`config.mk`:
```
export PLATFORM = sky130hd
export DESIGN_NAME = ir_distance_linearizer
export DESIGN_NICKNAME = d
export VERILOG_FILES = /design/src/hdl/irdl_pkg.sv /design/src/hdl/irdl_engine.sv /design/src/hdl/ir_distance_linearizer.sv
export SDC_FILE = /design/constraint.sdc
export NUM_CORES = 2
export LEC_CHECK = 0
export ABC_CLOCK_PERIOD_IN_PS = 11970
export BUFFER_PORTS_ARGS = -buffer_cell sky130_fd_sc_hd__buf_2
export CAP_MARGIN = 0
export CORE_ASPECT_RATIO = 0.75
export CORE_MARGIN = 2
export CORE_UTILIZATION = 55
export CTS_BUF_LIST = sky130_fd_sc_hd__clkbuf_16
export DETAILED_ROUTE_END_ITERATION = 7
export PLACE_DENSITY = 0.77
export SYNTH_ARGS = -nofsm -noshare
export SYNTH_HDL_FRONTEND = slang
export SYNTH_SLANG_ARGS = --single-unit
```
`constraint.sdc`:
```
create_clock -name clock -period 11.97 [get_ports clock]
set_clock_uncertainty 0.15 [all_clocks]
set_input_delay 1.7955 -clock clock [delete_from_list [all_inputs] [get_ports clock]]
set_output_delay 1.7955 -clock clock [all_outputs]
set_load 0.02 [all_outputs]
```
`src/hdl/irdl_pkg.sv`:
```
// Shared types and constants for the IR distance linearizer.
// Holds the channel payload structs, the engine control structs and the
// calibration coefficient table. No dependencies.
`timescale 1ns / 1ps
`default_nettype none

package irdl_pkg;

   localparam int CHANNELS    = 4;
   localparam int CH_W        = 2;
   localparam int ADC_BITS    = 12;
   localparam int POLY_DEGREE = 6;
   localparam int SUM_W       = 20;
   localparam int COUNT_W     = 8;
   localparam int SCALE_W     = 21;
   localparam int LIMIT_W     = 8;
   localparam int DIST_W      = 24;
   localparam int COEF_W      = 26;
   localparam int CSR_W       = 21;
   localparam int CSR_IDX_W   = 3;

   // Register indexes on the configuration port
   localparam logic [CSR_IDX_W-1:0] CSR_SAMPLE_COUNT    = 3'd0;
   localparam logic [CSR_IDX_W-1:0] CSR_MEAN_SCALE      = 3'd1;
   localparam logic [CSR_IDX_W-1:0] CSR_FRONT_LIMIT     = 3'd2;
   localparam logic [CSR_IDX_W-1:0] CSR_SIDE_LIMIT      = 3'd3;
   localparam logic [CSR_IDX_W-1:0] CSR_START_THRESHOLD = 3'd4;

   localparam logic [CH_W-1:0] CH_FRONT_LEFT = 2'd0;

   typedef struct packed {
      logic [CH_W-1:0]     channel;
      logic [ADC_BITS-1:0] sample;
   } req_type;

   typedef struct packed {
      logic [CH_W-1:0]          sensor_id;
      logic signed [DIST_W-1:0] distance;
      logic                     clamped;
      logic                     start_detected;
   } rsp_type;

   // Window hand-off from the accumulators to the engine
   typedef struct packed {
      logic             valid;
      logic [CH_W-1:0]  channel;
      logic [SUM_W-1:0] sum;
   } start_type;

   typedef struct packed {
      logic [SCALE_W-1:0] mean_scale;
      logic [LIMIT_W-1:0] front_limit;
      logic [LIMIT_W-1:0] side_limit;
      logic [LIMIT_W-1:0] start_threshold;
   } cfg_type;

   // Q14.12 calibration coefficients, highest degree first
   localparam logic signed [COEF_W-1:0] COEF_TABLE [0:CHANNELS-1][0:POLY_DEGREE] = '{
      '{ 26'sd2366856, -26'sd12198904, 26'sd25038519, -26'sd26707297,
         26'sd15933733, -26'sd5374373, 26'sd973958 },
      '{ -26'sd3054936, 26'sd4810757, 26'sd7739683, -26'sd23404422,
         26'sd21070917, -26'sd8693625, 26'sd1608890 },
      '{ 26'sd4458841, -26'sd18401364, 26'sd32048056, -26'sd30788542,
         26'sd17589981, -26'sd5966039, 26'sd1096384 },
      '{ 26'sd6187694, -26'sd21369297, 26'sd32522340, -26'sd29178562,
         26'sd16552581, -26'sd5738851, 26'sd1064357 }
   };

endpackage

`default_nettype wire

```
`src/hdl/irdl_engine.sv`:
```
// Microcoded scale-and-Horner engine of the IR distance linearizer.
// Runs a seven-step program from a control ROM over one shared 22x22 multiplier.
// Depends on irdl_pkg.
`timescale 1ns / 1ps
`default_nettype none

module irdl_engine (
   input  wire               clock,
   input  wire               reset,
   input  irdl_pkg::start_type start,
   input  irdl_pkg::cfg_type cfg,
   input  wire               out_free,
   output logic              busy,
   output logic              done,
   output irdl_pkg::rsp_type result
);
   import irdl_pkg::*;

   localparam int STEP_W = 3;
   localparam int K_W    = $clog2(POLY_DEGREE + 1);
   localparam int ACC_W  = 34;
   localparam int MOP_W  = 22;
   localparam int MUL_W  = 2 * MOP_W;
   localparam int PROD_W = 56;
   localparam int LO_W   = 17;

   localparam logic [1:0] MUL_NONE  = 2'd0;
   localparam logic [1:0] MUL_SCALE = 2'd1;
   localparam logic [1:0] MUL_LO    = 2'd2;
   localparam logic [1:0] MUL_HI    = 2'd3;

   localparam logic [1:0] PROD_HOLD  = 2'd0;
   localparam logic [1:0] PROD_LOAD  = 2'd1;
   localparam logic [1:0] PROD_ACCUM = 2'd2;

   localparam logic [1:0] ACC_HOLD   = 2'd0;
   localparam logic [1:0] ACC_INIT   = 2'd1;
   localparam logic [1:0] ACC_HORNER = 2'd2;

   localparam logic [STEP_W-1:0] STEP_SCALE = 3'd0;
   localparam logic [STEP_W-1:0] STEP_XLOAD = 3'd1;
   localparam logic [STEP_W-1:0] STEP_MLO   = 3'd2;
   localparam logic [STEP_W-1:0] STEP_MHI   = 3'd3;
   localparam logic [STEP_W-1:0] STEP_ADD   = 3'd4;
   localparam logic [STEP_W-1:0] STEP_HORN  = 3'd5;
   localparam logic [STEP_W-1:0] STEP_EMIT  = 3'd6;

   typedef struct packed {
      logic [1:0]        mul_sel;
      logic [1:0]        prod_op;
      logic [1:0]        acc_op;
      logic              loop;
      logic [STEP_W-1:0] target;
      logic              emit;
   } ucode_type;

   localparam ucode_type UCODE [0:6] = '{
      '{MUL_SCALE, PROD_HOLD,  ACC_HOLD,   1'b0, STEP_SCALE, 1'b0},
      '{MUL_NONE,  PROD_HOLD,  ACC_INIT,   1'b0, STEP_SCALE, 1'b0},
      '{MUL_LO,    PROD_HOLD,  ACC_HOLD,   1'b0, STEP_SCALE, 1'b0},
      '{MUL_HI,    PROD_LOAD,  ACC_HOLD,   1'b0, STEP_SCALE, 1'b0},
      '{MUL_NONE,  PROD_ACCUM, ACC_HOLD,   1'b0, STEP_SCALE, 1'b0},
      '{MUL_NONE,  PROD_HOLD,  ACC_HORNER, 1'b1, STEP_MLO,   1'b0},
      '{MUL_NONE,  PROD_HOLD,  ACC_HOLD,   1'b0, STEP_SCALE, 1'b1}
   };

   logic                     busy_ff, busy_in;
   logic [STEP_W-1:0]        step_ff, step_in;
   logic [K_W-1:0]           k_ff, k_in;
   logic [CH_W-1:0]          ch_ff, ch_in;
   logic [SUM_W-1:0]         sum_ff, sum_in;
   logic [SCALE_W-1:0]       x_ff, x_in;
   logic signed [ACC_W-1:0]  acc_ff, acc_in;
   logic signed [MUL_W-1:0]  mul_ff, mul_in;
   logic signed [PROD_W-1:0] prod_ff, prod_in;

   ucode_type                cw;
   logic signed [MOP_W-1:0]  mul_a, mul_b;
   logic signed [MUL_W-1:0]  mul_full;
   logic signed [PROD_W-1:0] mul_ext, prod_rnd;
   logic [41:0]              x_sum;
   logic [29:0]              x_shift;
   logic [SCALE_W-1:0]       x_sat;
   logic [K_W-1:0]           k_sel;
   logic signed [COEF_W-1:0] coef;
   logic signed [ACC_W-1:0]  horner_sum;
   logic signed [ACC_W-1:0]  d_sum;
   logic signed [29:0]       d_full;
   logic signed [DIST_W-1:0] d_sat, d_lim, d_thr;
   logic [LIMIT_W-1:0]       limit;
   logic                     over;

   assign cw = UCODE[step_ff];

   // Shared multiplier: scale, then low and high halves of the accumulator
   always_comb begin
      unique case (cw.mul_sel)
         MUL_SCALE: begin
            mul_a = {2'b00, sum_ff};
            mul_b = {1'b0, cfg.mean_scale};
         end
         MUL_LO: begin
            mul_a = {{(MOP_W-LO_W){1'b0}}, acc_ff[LO_W-1:0]};
            mul_b = {1'b0, x_ff};
         end
         MUL_HI: begin
            mul_a = {{(MOP_W-LO_W){acc_ff[ACC_W-1]}}, acc_ff[ACC_W-1:LO_W]};
            mul_b = {1'b0, x_ff};
         end
         default: begin
            mul_a = '0;
            mul_b = '0;
         end
      endcase
   end

   assign mul_full = mul_a * mul_b;
   assign mul_ext  = {{(PROD_W-MUL_W){mul_ff[MUL_W-1]}}, mul_ff};

   // Normalized mean, Q1.20 rounded half up, saturated
   assign x_sum   = {1'b0, mul_ff[40:0]} + 42'd2048;
   assign x_shift = x_sum[41:12];
   assign x_sat   = (|x_shift[29:SCALE_W]) ? {SCALE_W{1'b1}} : x_shift[SCALE_W-1:0];

   assign k_sel      = (cw.acc_op == ACC_INIT) ? '0 : k_ff;
   assign coef       = COEF_TABLE[ch_ff][k_sel];
   assign prod_rnd   = prod_ff + 56'sd524288;
   assign horner_sum = $signed(prod_rnd[ACC_W+19:20])
                       + {{(ACC_W-COEF_W){coef[COEF_W-1]}}, coef};

   // Output stage: round by 2^4, saturate, clamp, start compare
   assign d_sum  = acc_ff + 34'sd8;
   assign d_full = d_sum[ACC_W-1:4];
   assign over   = !((&d_full[29:DIST_W-1]) || !(|d_full[29:DIST_W-1]));
   assign limit  = ch_ff[1] ? cfg.side_limit : cfg.front_limit;

   always_comb begin
      if (over) begin
         d_sat = d_full[29] ? 24'sh800000 : 24'sh7FFFFF;
      end else begin
         d_sat = d_full[DIST_W-1:0];
      end
      d_lim = {8'd0, limit, 8'd0};
      d_thr = {8'd0, cfg.start_threshold, 8'd0};
      result.sensor_id = ch_ff;
      result.clamped   = (d_sat > d_lim);
      result.distance  = result.clamped ? d_lim : d_sat;
      result.start_detected = (ch_ff == CH_FRONT_LEFT) && (result.distance < d_thr);
   end

   assign busy = busy_ff;
   assign done = busy_ff && cw.emit && out_free;

   always_comb begin
      busy_in = busy_ff;
      step_in = step_ff;
      k_in    = k_ff;
      ch_in   = ch_ff;
      sum_in  = sum_ff;
      x_in    = x_ff;
      acc_in  = acc_ff;
      mul_in  = mul_ff;
      prod_in = prod_ff;
      if (start.valid) begin
         busy_in = 1'b1;
         step_in = STEP_SCALE;
         ch_in   = start.channel;
         sum_in  = start.sum;
      end else if (busy_ff) begin
         if (cw.mul_sel != MUL_NONE) begin
            mul_in = mul_full;
         end
         unique case (cw.prod_op)
            PROD_LOAD:  prod_in = mul_ext;
            PROD_ACCUM: prod_in = prod_ff + (mul_ext <<< LO_W);
            default:    prod_in = prod_ff;
         endcase
         unique case (cw.acc_op)
            ACC_INIT: begin
               acc_in = {{(ACC_W-COEF_W){coef[COEF_W-1]}}, coef};
               x_in   = x_sat;
               k_in   = K_W'(1);
            end
            ACC_HORNER: begin
               acc_in = horner_sum;
               k_in   = k_ff + K_W'(1);
            end
            default: acc_in = acc_ff;
         endcase
         // Advance, loop back for the next term, or hold at emit
         priority if (cw.emit) begin
            if (out_free) begin
               busy_in = 1'b0;
               step_in = STEP_SCALE;
            end
         end else if (cw.loop && (k_ff != K_W'(POLY_DEGREE))) begin
            step_in = cw.target;
         end else begin
            step_in = step_ff + STEP_W'(1);
         end
      end
   end

   always_ff @(posedge clock) begin
      if (reset) begin
         busy_ff <= 1'b0;
         step_ff <= STEP_SCALE;
         k_ff    <= '0;
      end else begin
         busy_ff <= busy_in;
         step_ff <= step_in;
         k_ff    <= k_in;
      end
      ch_ff   <= ch_in;
      sum_ff  <= sum_in;
      x_ff    <= x_in;
      acc_ff  <= acc_in;
      mul_ff  <= mul_in;
      prod_ff <= prod_in;
   end

`ifndef ASSERT_OFF
   a_step_range: assert property (@(posedge clock) disable iff (reset)
      busy_ff |-> (step_ff <= STEP_EMIT))
      else $error("engine step counter left the program");

   // The last Horner step leaves the index one past the degree until the next window
   a_k_range: assert property (@(posedge clock) disable iff (reset)
      k_ff <= K_W'(POLY_DEGREE + 1))
      else $error("Horner term index beyond polynomial degree");

   a_done_idle: assert property (@(posedge clock) disable iff (reset)
      done |=> !busy_ff)
      else $error("engine still busy after delivering its result");

   a_start_idle: assert property (@(posedge clock) disable iff (reset)
      start.valid |-> !busy_ff)
      else $error("window started while engine busy");
`endif

endmodule

`default_nettype wire

```
`src/hdl/ir_distance_linearizer.sv`:
```
// Top level of the IR distance linearizer: configuration registers, per-channel
// averaging windows, result register. Depends on irdl_pkg and irdl_engine.
//
//  port group  | dir | handshake            | payload
//  req_        | in  | req_valid/req_stall  | req_data  (channel, sample)
//  rsp_        | out | rsp_valid/rsp_stall  | rsp_data  (sensor_id, distance, clamped,
//              |     |                      |            start_detected)
//  csr_        | in  | csr_we (no wait)     | csr_index, csr_wdata
//
// A sample that does not close its window is taken while the engine is free. One that
// closes it starts the engine program: scale, load x, six Horner terms on the shared
// multiplier (low and high multiply, add, Horner step), emit; samples stall meanwhile.
// The emit step holds while a previous result still waits in the output register.
// Reset (synchronous) clears the window sums and counts and loads register defaults.
`timescale 1ns / 1ps
`default_nettype none

module ir_distance_linearizer (
   input  wire                             clock,
   input  wire                             reset,
   input  wire                             req_valid,
   output logic                            req_stall,
   input  irdl_pkg::req_type               req_data,
   output logic                            rsp_valid,
   input  wire                             rsp_stall,
   output irdl_pkg::rsp_type               rsp_data,
   input  wire                             csr_we,
   input  wire [irdl_pkg::CSR_IDX_W-1:0]   csr_index,
   input  wire [irdl_pkg::CSR_W-1:0]       csr_wdata
);
   import irdl_pkg::*;

   // Configuration registers
   logic [COUNT_W-1:0] sample_count_ff;
   logic [SCALE_W-1:0] mean_scale_ff;
   logic [LIMIT_W-1:0] front_limit_ff;
   logic [LIMIT_W-1:0] side_limit_ff;
   logic [LIMIT_W-1:0] start_threshold_ff;

   // Per-channel window state
   logic [SUM_W-1:0]   sums_ff   [CHANNELS];
   logic [COUNT_W-1:0] counts_ff [CHANNELS];

   logic               rsp_valid_ff, rsp_valid_in;
   rsp_type            rsp_data_ff;

   logic               req_fire;
   logic [SUM_W-1:0]   sum_new;
   logic [COUNT_W-1:0] cnt_new;
   logic               complete;
   start_type          eng_start;
   cfg_type            eng_cfg;
   logic               eng_busy, eng_done, out_free;
   rsp_type            eng_result;

   // Take a sample only while the engine is free
   assign req_stall = eng_busy;
   assign req_fire  = req_valid && !req_stall;

   assign sum_new  = sums_ff[req_data.channel] + SUM_W'(req_data.sample);
   assign cnt_new  = counts_ff[req_data.channel] + COUNT_W'(1);
   // A zero count or a count lowered below the fill closes the window at once
   assign complete = (cnt_new >= sample_count_ff);

   assign eng_start.valid   = req_fire && complete;
   assign eng_start.channel = req_data.channel;
   assign eng_start.sum     = sum_new;

   assign eng_cfg.mean_scale      = mean_scale_ff;
   assign eng_cfg.front_limit     = front_limit_ff;
   assign eng_cfg.side_limit      = side_limit_ff;
   assign eng_cfg.start_threshold = start_threshold_ff;

   // Output register frees when empty or being taken this cycle
   assign out_free = !rsp_valid_ff || !rsp_stall;

   irdl_engine u_engine (
      .clock    (clock),
      .reset    (reset),
      .start    (eng_start),
      .cfg      (eng_cfg),
      .out_free (out_free),
      .busy     (eng_busy),
      .done     (eng_done),
      .result   (eng_result)
   );

   always_comb begin
      rsp_valid_in = rsp_valid_ff;
      if (eng_done) begin
         rsp_valid_in = 1'b1;
      end else if (rsp_valid_ff && !rsp_stall) begin
         rsp_valid_in = 1'b0;
      end
   end

   always_ff @(posedge clock) begin
      if (reset) begin
         rsp_valid_ff <= 1'b0;
      end else begin
         rsp_valid_ff <= rsp_valid_in;
      end
      if (eng_done) begin
         rsp_data_ff <= eng_result;
      end
   end

   assign rsp_valid = rsp_valid_ff;
   assign rsp_data  = rsp_data_ff;

   // Accumulate the sample, or clear the window it closes
   always_ff @(posedge clock) begin
      if (reset) begin
         for (int i = 0; i < CHANNELS; i++) begin
            sums_ff[i]   <= '0;
            counts_ff[i] <= '0;
         end
      end else if (req_fire) begin
         if (complete) begin
            sums_ff[req_data.channel]   <= '0;
            counts_ff[req_data.channel] <= '0;
         end else begin
            sums_ff[req_data.channel]   <= sum_new;
            counts_ff[req_data.channel] <= cnt_new;
         end
      end
   end

   // Register writes: mask to register width, drop unknown indexes
   always_ff @(posedge clock) begin
      if (reset) begin
         sample_count_ff    <= 8'd100;
         mean_scale_ff      <= 21'd14317;
         front_limit_ff     <= 8'd150;
         side_limit_ff      <= 8'd160;
         start_threshold_ff <= 8'd70;
      end else if (csr_we) begin
         unique case (csr_index)
            CSR_SAMPLE_COUNT:    sample_count_ff    <= csr_wdata[COUNT_W-1:0];
            CSR_MEAN_SCALE:      mean_scale_ff      <= csr_wdata[SCALE_W-1:0];
            CSR_FRONT_LIMIT:     front_limit_ff     <= csr_wdata[LIMIT_W-1:0];
            CSR_SIDE_LIMIT:      side_limit_ff      <= csr_wdata[LIMIT_W-1:0];
            CSR_START_THRESHOLD: start_threshold_ff <= csr_wdata[LIMIT_W-1:0];
            default: ;
         endcase
      end
   end

`ifndef ASSERT_OFF
   a_start_front_left: assert property (@(posedge clock) disable iff (reset)
      (rsp_valid && rsp_data.start_detected) |-> (rsp_data.sensor_id == CH_FRONT_LEFT))
      else $error("start flagged on a channel other than front left");

   a_clamp_value: assert property (@(posedge clock) disable iff (reset)
      (rsp_valid && rsp_data.clamped) |->
      (rsp_data.distance == $signed({8'd0,
         (rsp_data.sensor_id[1] ? side_limit_ff : front_limit_ff), 8'd0})))
      else $error("clamped distance differs from its channel limit");

   a_window_busy: assert property (@(posedge clock) disable iff (reset)
      (req_fire && complete) |=> req_stall)
      else $error("closed window did not start the engine");

   a_no_overwrite: assert property (@(posedge clock) disable iff (reset)
      (rsp_valid && rsp_stall) |-> !eng_done)
      else $error("engine result would overwrite a waiting item");
`endif

endmodule

`default_nettype wire
```
# After elaboration in Yosys (flattened, before gate mapping)
# Memory sizes are Yosys's and may differ from the RTL's.
# Index checks and enable logic that the tools add are counted.
word_totals:
  regBits: 266
  ram_bits: 112
  rom_bits: 88
  input_bits: 43
  output_inout_bits: 30
  wordCells: 138
  memories: 3
memory_table:
  columns: ["name", "words", "width", "rd", "rd_clocked_by_memory_dff", "write_ports", "line_no", "text"]
  rows:
  - ["(name not given)", 8, 11, 1, 0, 0, "irdl_engine.sv:93", "assign cw = UCODE[step_ff];"]
  - ["sums_ff", 4, 20, 1, 0, 4, "ir_distance_linearizer.sv:41", "logic [SUM_W-1:0] sums_ff [CHANNELS];"]
  - ["counts_ff", 4, 8, 1, 0, 4, "ir_distance_linearizer.sv:42", "logic [COUNT_W-1:0] counts_ff [CHANNELS];"]
classes:
  addsub: 9
  multipliers: 1
  order_cmp: 6
  n_eq_ne: 13
  n_mux: 45
  bitwise: 6
  reduce_logical: 36
op_table:
  columns: ["operator", "count"]
  rows:
  - ["binary-select mux 182 bit (select 2 bit)", 1]
  - ["two-way mux 182 bit", 2]
  - ["case mux 56 bit (2 select lines)", 1]
  - ["binary-select mux 26 bit (select 3 bit)", 1]
  - ["two-way mux 24 bit", 3]
  - ["case mux 34 bit (2 select lines)", 1]
  - ["case mux 22 bit (3 select lines)", 1]
  - ["adder 56 bit", 1]
  - ["adder 54 x 21 -> 54 bit (second input constant)", 1]
  - ["two-way mux 26 bit", 2]
  - ["multiplier 22 x 22 -> 44 bit", 1]
  - ["adder 41 x 12 -> 42 bit (second input constant)", 1]
  - ["case mux 21 bit (2 select lines)", 1]
  - ["two-way mux 20 bit", 2]
  - ["adder 34 bit", 1]
  - ["adder 34 x 5 -> 34 bit (second input constant)", 1]
  - ["> comparator 24 x 17 -> 1 bit", 1]
  - ["less-than comparator 24 x 17 -> 1 bit", 1]
  - ["two-way mux 8 bit", 3]
  - ["two-way mux 11 bit", 2]
  - ["adder 20 x 12 -> 20 bit", 1]
  - ["OR reduction 20 bit", 1]
  - ["two-way mux 1 bit", 18]
  - ["two-way mux 3 bit", 4]
  - ["other kinds (31)", 64]

# Logic depth before layout (Yosys ltp)
depth:
  depth_word: 12
  ltp_mapped: 34
  mapped_depth_nobuf: 30

# Modules after synthesis
# Synthesis repeated with hierarchy kept, for this count alone.
unflattened:
  hier_cells: 4150
  hier_area_um2: 38574.5
by_module_without_submodules:
  columns: ["mod", "n_inst", "cells_per_inst", "area_per_inst_um2"]
  rows:
  - ["irdl_engine", 1, 3416, 29894.9]
  - ["ir_distance_linearizer", 1, 734, 8679.6]

# Least setup slack after synthesis
# No wires, ideal clock.
synth_timing:
  kind: "reg2reg"
  startpoint: "register u_engine.step_ff[1]"
  endpoint: "register u_engine.mul_ff[42], data pin"
  setup_ps: 260
  t_arrival_ps: 8572
  required_ps: 11560
  path_slack_ps: 2988
  path_stages_with_launch: 32
  n_path_buf: 4
  synth_period_minus_slack_ps: 8982
  path_cell_list: "dfxtp_1 inv_1 clkbuf_1 clkbuf_1 ha_1 buf_1 mux2_2 nand2_1 a21o_1 clkbuf_1 nor2_1 fa_1 inv_1 fa_1 fa_1 fa_1 inv_1 fa_1 fa_1 inv_1 fa_1 inv_1 ha_1 a21o_1 a21o_1 a2111oi_0 o21bai_1 o211ai_1 a31o_2 a21oi_1 a21boi_0 xnor2_1"
synth_between:
  elab_chain_len: 8
  word_cells_on_any_way: 11
  classes_between: "mul (1); eq/ne (3); mux (4); bitwise (1); reduce/logical (1); memory (1)"
synth_lines:
  columns: ["element", "line_no", "text"]
  rows:
  - ["from (decl)", "irdl_engine.sv:68", "logic [STEP_W-1:0] step_ff, step_in;"]
  - ["from (signal assigned)", "irdl_engine.sv:211", "step_ff <= step_in;"]
  - ["NOT 3 -> 4 bit (not written as such) (*)", "irdl_engine.sv:93", null]
  - ["memory (8 x 11 bit) (*)", null, null]
  - ["two-way mux 11 bit (not written as such) (*) (2 in series)", "irdl_engine.sv:93", null]
  - ["== test 2 bit", "irdl_engine.sv:97", "unique case (cw.mul_sel)"]
  - ["OR reduction 2 bit (no source line)", null, null]
  - ["case mux 21 bit (2 select lines)", "irdl_engine.sv:97", null]
  - ["multiplier 22 x 22 -> 44 bit (*)", "irdl_engine.sv:117", "assign mul_full = mul_a * mul_b;"]
  - ["named net u_engine.mul_full[42]", "irdl_engine.sv:79", "logic signed [MUL_W-1:0] mul_full;"]
  - ["to (signal assigned)", "irdl_engine.sv:218", "mul_ff <= mul_in;"]
  - ["to (decl)", "irdl_engine.sv:74", "logic signed [MUL_W-1:0] mul_ff, mul_in;"]
# The timed path passes the listed nets; every way through them passes the cells marked *. The select of a mux whose other input is x is not followed.
# A chain may end at the register's enable or synchronous reset.

# Worst setup path in the final report
# Same ends and word-level chain as after synthesis.

==> metrics.txt <==
largest net degree at the start of global routing 67; HPWL after detailed placement 91,400 um; RSZ-0062 raised after global routing no; Mapped Nets 4,946; WS Path Type reg2reg; clock-pin slew on the worst setup and hold paths 60 ps; Slew @ Worst Pin 1210 ps; crit start category flop; total area of sequential cells 10,200 um^2; slowest cell on the critical path a2111oi_0; WL/cell 22.2 um; Crit. End Element flop; register area share after synthesis 26.1%; CP max stage delay 900 ps; initial DRC count 4,083; count of flip-flops with a built-in enable after synthesis 298; Routability Congestion 0.996; Rows 84; Hold Path Class reg2reg; Num Clock Sinks 359; Rel. slew slack 19.3%; ys async rst share 0%; clk_lat worst skew 610 ps; post-route worst setup slack 1580 ps; worst path arrival time 10,570 ps; post-synthesis cell type count 85; Crit. Startpoint u_engine.step_ff[1]; fin nets 4,947; outcome finished clean; DRC Markers 0; # port buffers 72; Main synth FF type edfxtp_1; drt via density 6.04; Synth Register Bits 359; CP top delay family adder cells; CTS Buffer Depth 3; most frequent cells in the layout 572 x inv_1, 547 x nand2_1, 467 x fa_1, 464 x nor2_1, 298 x edfxtp_1; first-pass GRT wire length 179,000 um; Critical Path Sink u_engine.mul_ff[42]; fmax 0.0963 GHz; final wirelength 115,000 um; root buffer cell clkbuf_16; Reg2Reg Launch Point u_engine.step_ff[1]; Final Cycle Share 86.8%; H-tree levels 2; final hold violation count 0; post-layout minimum cycle time 10,390 ps; yosys warns 0; hold_buf cts 0; Most common cell on crit path fa_1; setup TNS 0 ps; DR vias 31,321; syn avg cell area 9.26 um^2; Post-Syn Area 38,900 um^2; CP required 12,150 ps; Die H 234 um; die span in x 311 um; First-pass DRT Iterations 8; num ports 73; max-slew violation count 0; Synth Instances 4,201; filler cell count 6,064; die area 72,900 um^2; initial antenna violation count 4; Final Setup Violations 0; Post-DRT Antenna Nets 0; Global Route Usage Sum 32.1%; register-to-register setup slack 1580 ps; Max Fanout on Critical Path 22; post-CTS sizing 0; setup repair bufs after CTS 0; Multi-input gate area 26,000 um^2; number of max-cap violations 0; commonest non-fill, non-tap cell in the layout inv_1; fraction of layout cells with a size suffix above 1 7.08%; vias in the first global route 29,882; initial core utilization 55.5%; total grt overflow 0; CP bufs+invs 8; depth of the worst register-to-register path 29; reg2reg end u_engine.mul_ff[42]; Area Growth Syn to Fin 7.19%; stages on the worst setup path 29; post-place setup slack 1830 ps; total clock buffers created by CTS 42; CTS tree built; CORE AREA 70,100 um^2
==> logic make-up after synthesis <==
group / after synthesis / share of synthesized area, %
buffers and inverters: 747 / 7.26
AO/OA/AOI/OAI: 708 / 11.7
adder cells (fa/ha/maj): 702 / 31.6
AND/OR/NAND/NOR: 1421 / 16.2
XOR/XNOR: 199 / 4.48
flip-flops: 359 / 26.1
multiplexers: 65 / 2.64
==> synthesized netlist by cell type (12+ instances only) <==
cell      instances  share of area (%)
nand3b_1         26               0.50
nand4_1          26               0.42
and2_1           24               0.39
xor2_1           77                1.7
dfxtp_1          61                3.1
and3_1           37               0.59
fa_1            467                 24
a21o_1           63                1.2
o211ai_1         16               0.31
a22o_1           20               0.45
nor2b_1          29               0.47
a21oi_1         204                2.6
mux2i_1          15               0.39
o21a_1           19               0.37
o21ai_1          16               0.21
nor2_1          466                4.5
mux4_2           28                1.6
a211oi_1         24               0.46
ha_1            235                7.6
nand2b_1         38               0.61
o31ai_1          15               0.29
inv_1           561                5.4
o21ai_0         141                1.8
nor3_1           49               0.63
a31oi_1          31               0.50
nand3_1         101                1.3
o22ai_1          15               0.24
and4_1           12               0.27
xnor2_1         122                2.7
a22oi_1          24               0.46
edfxtp_1        298                 23
nand2_1         548                5.3
clkbuf_1        168                1.6
mux2_2           22               0.64
o21bai_1         17               0.33
==> worst min-delay path by stage <==
stage,startpoint,end,slack (ps),depth (start not counted)
2_1_floorplan,side_limit_ff[0],side_limit_ff[0],280,2
3_3_place_gp,side_limit_ff[2],side_limit_ff[2],290,2
3_5_place_dp,front_limit_ff[0],front_limit_ff[0],290,2
4_1_cts,front_limit_ff[0],front_limit_ff[0],300,2
5_1_grt,side_limit_ff[3],side_limit_ff[3],330,2
6_report,front_limit_ff[0],front_limit_ff[0],300,2
==> worst min-delay path, stage by stage (launching register included) <==
cell,delay [ps]
dfxtp_1,310
nand2_1,50
a21oi_1,50
==> final cells by class <==
class,count,area share (%)
Antenna cell,1,0.00600
Clock buffer,46,2.76
Clock inverter,32,0.603
Inverter,566,5.09
Multi-Input combinational cell,3095,62.3
Sequential cell,359,24.4
Tap cell,946,2.84
Timing Repair Buffer,138,2.05
==> stage by stage <==
stage | instances | hold slack (ps) | area (um^2) | utilization, %
finish | 5183 | 304 | 41700 | 59.5
CTS | 5182 | 304 | 41700 | 59.5
detailed placement | 5104 | 295 | 40300 | 57.5
floorplan | 4201 | 283 | 38900 | -
global placement | 5104 | 292 | 40300 | 57.5
global route | 5183 | 331 | 41700 | 59.5
==> layer usage <==
| metal | up-vias | global-route usage [%] | wire length (um) |
|---|---|---|---|
| met1 | 15371 | 48.2 | 49500 |
| met5 | - | 0 | 23 |
| met3 | 193 | 9.70 | 15700 |
| met2 | 1730 | 44.8 | 46900 |
| met4 | 4 | 8.20 | 3080 |
| li1 | 14023 | - | - |
==> flip-flops by register name (all words and copies together) (netlist names) <==
name	flops
u_engine.ch_ff	2
mean_scale_ff	21
u_engine.sum_ff	20
u_engine.prod_ff	37
u_engine.k_ff	3
rsp_data	28
u_engine.x_ff	21
rsp_valid	1
side_limit_ff	8
u_engine.acc_ff	34
sums_ff	80
u_engine.step_ff	3
sample_count_ff	8
u_engine.mul_ff	44
front_limit_ff	8
start_threshold_ff	8
u_engine.busy	1
counts_ff	32
Power is left out: the tool's default activity adds up to more than one toggle a clock period on the data nets, which glitch-free logic cannot reach.
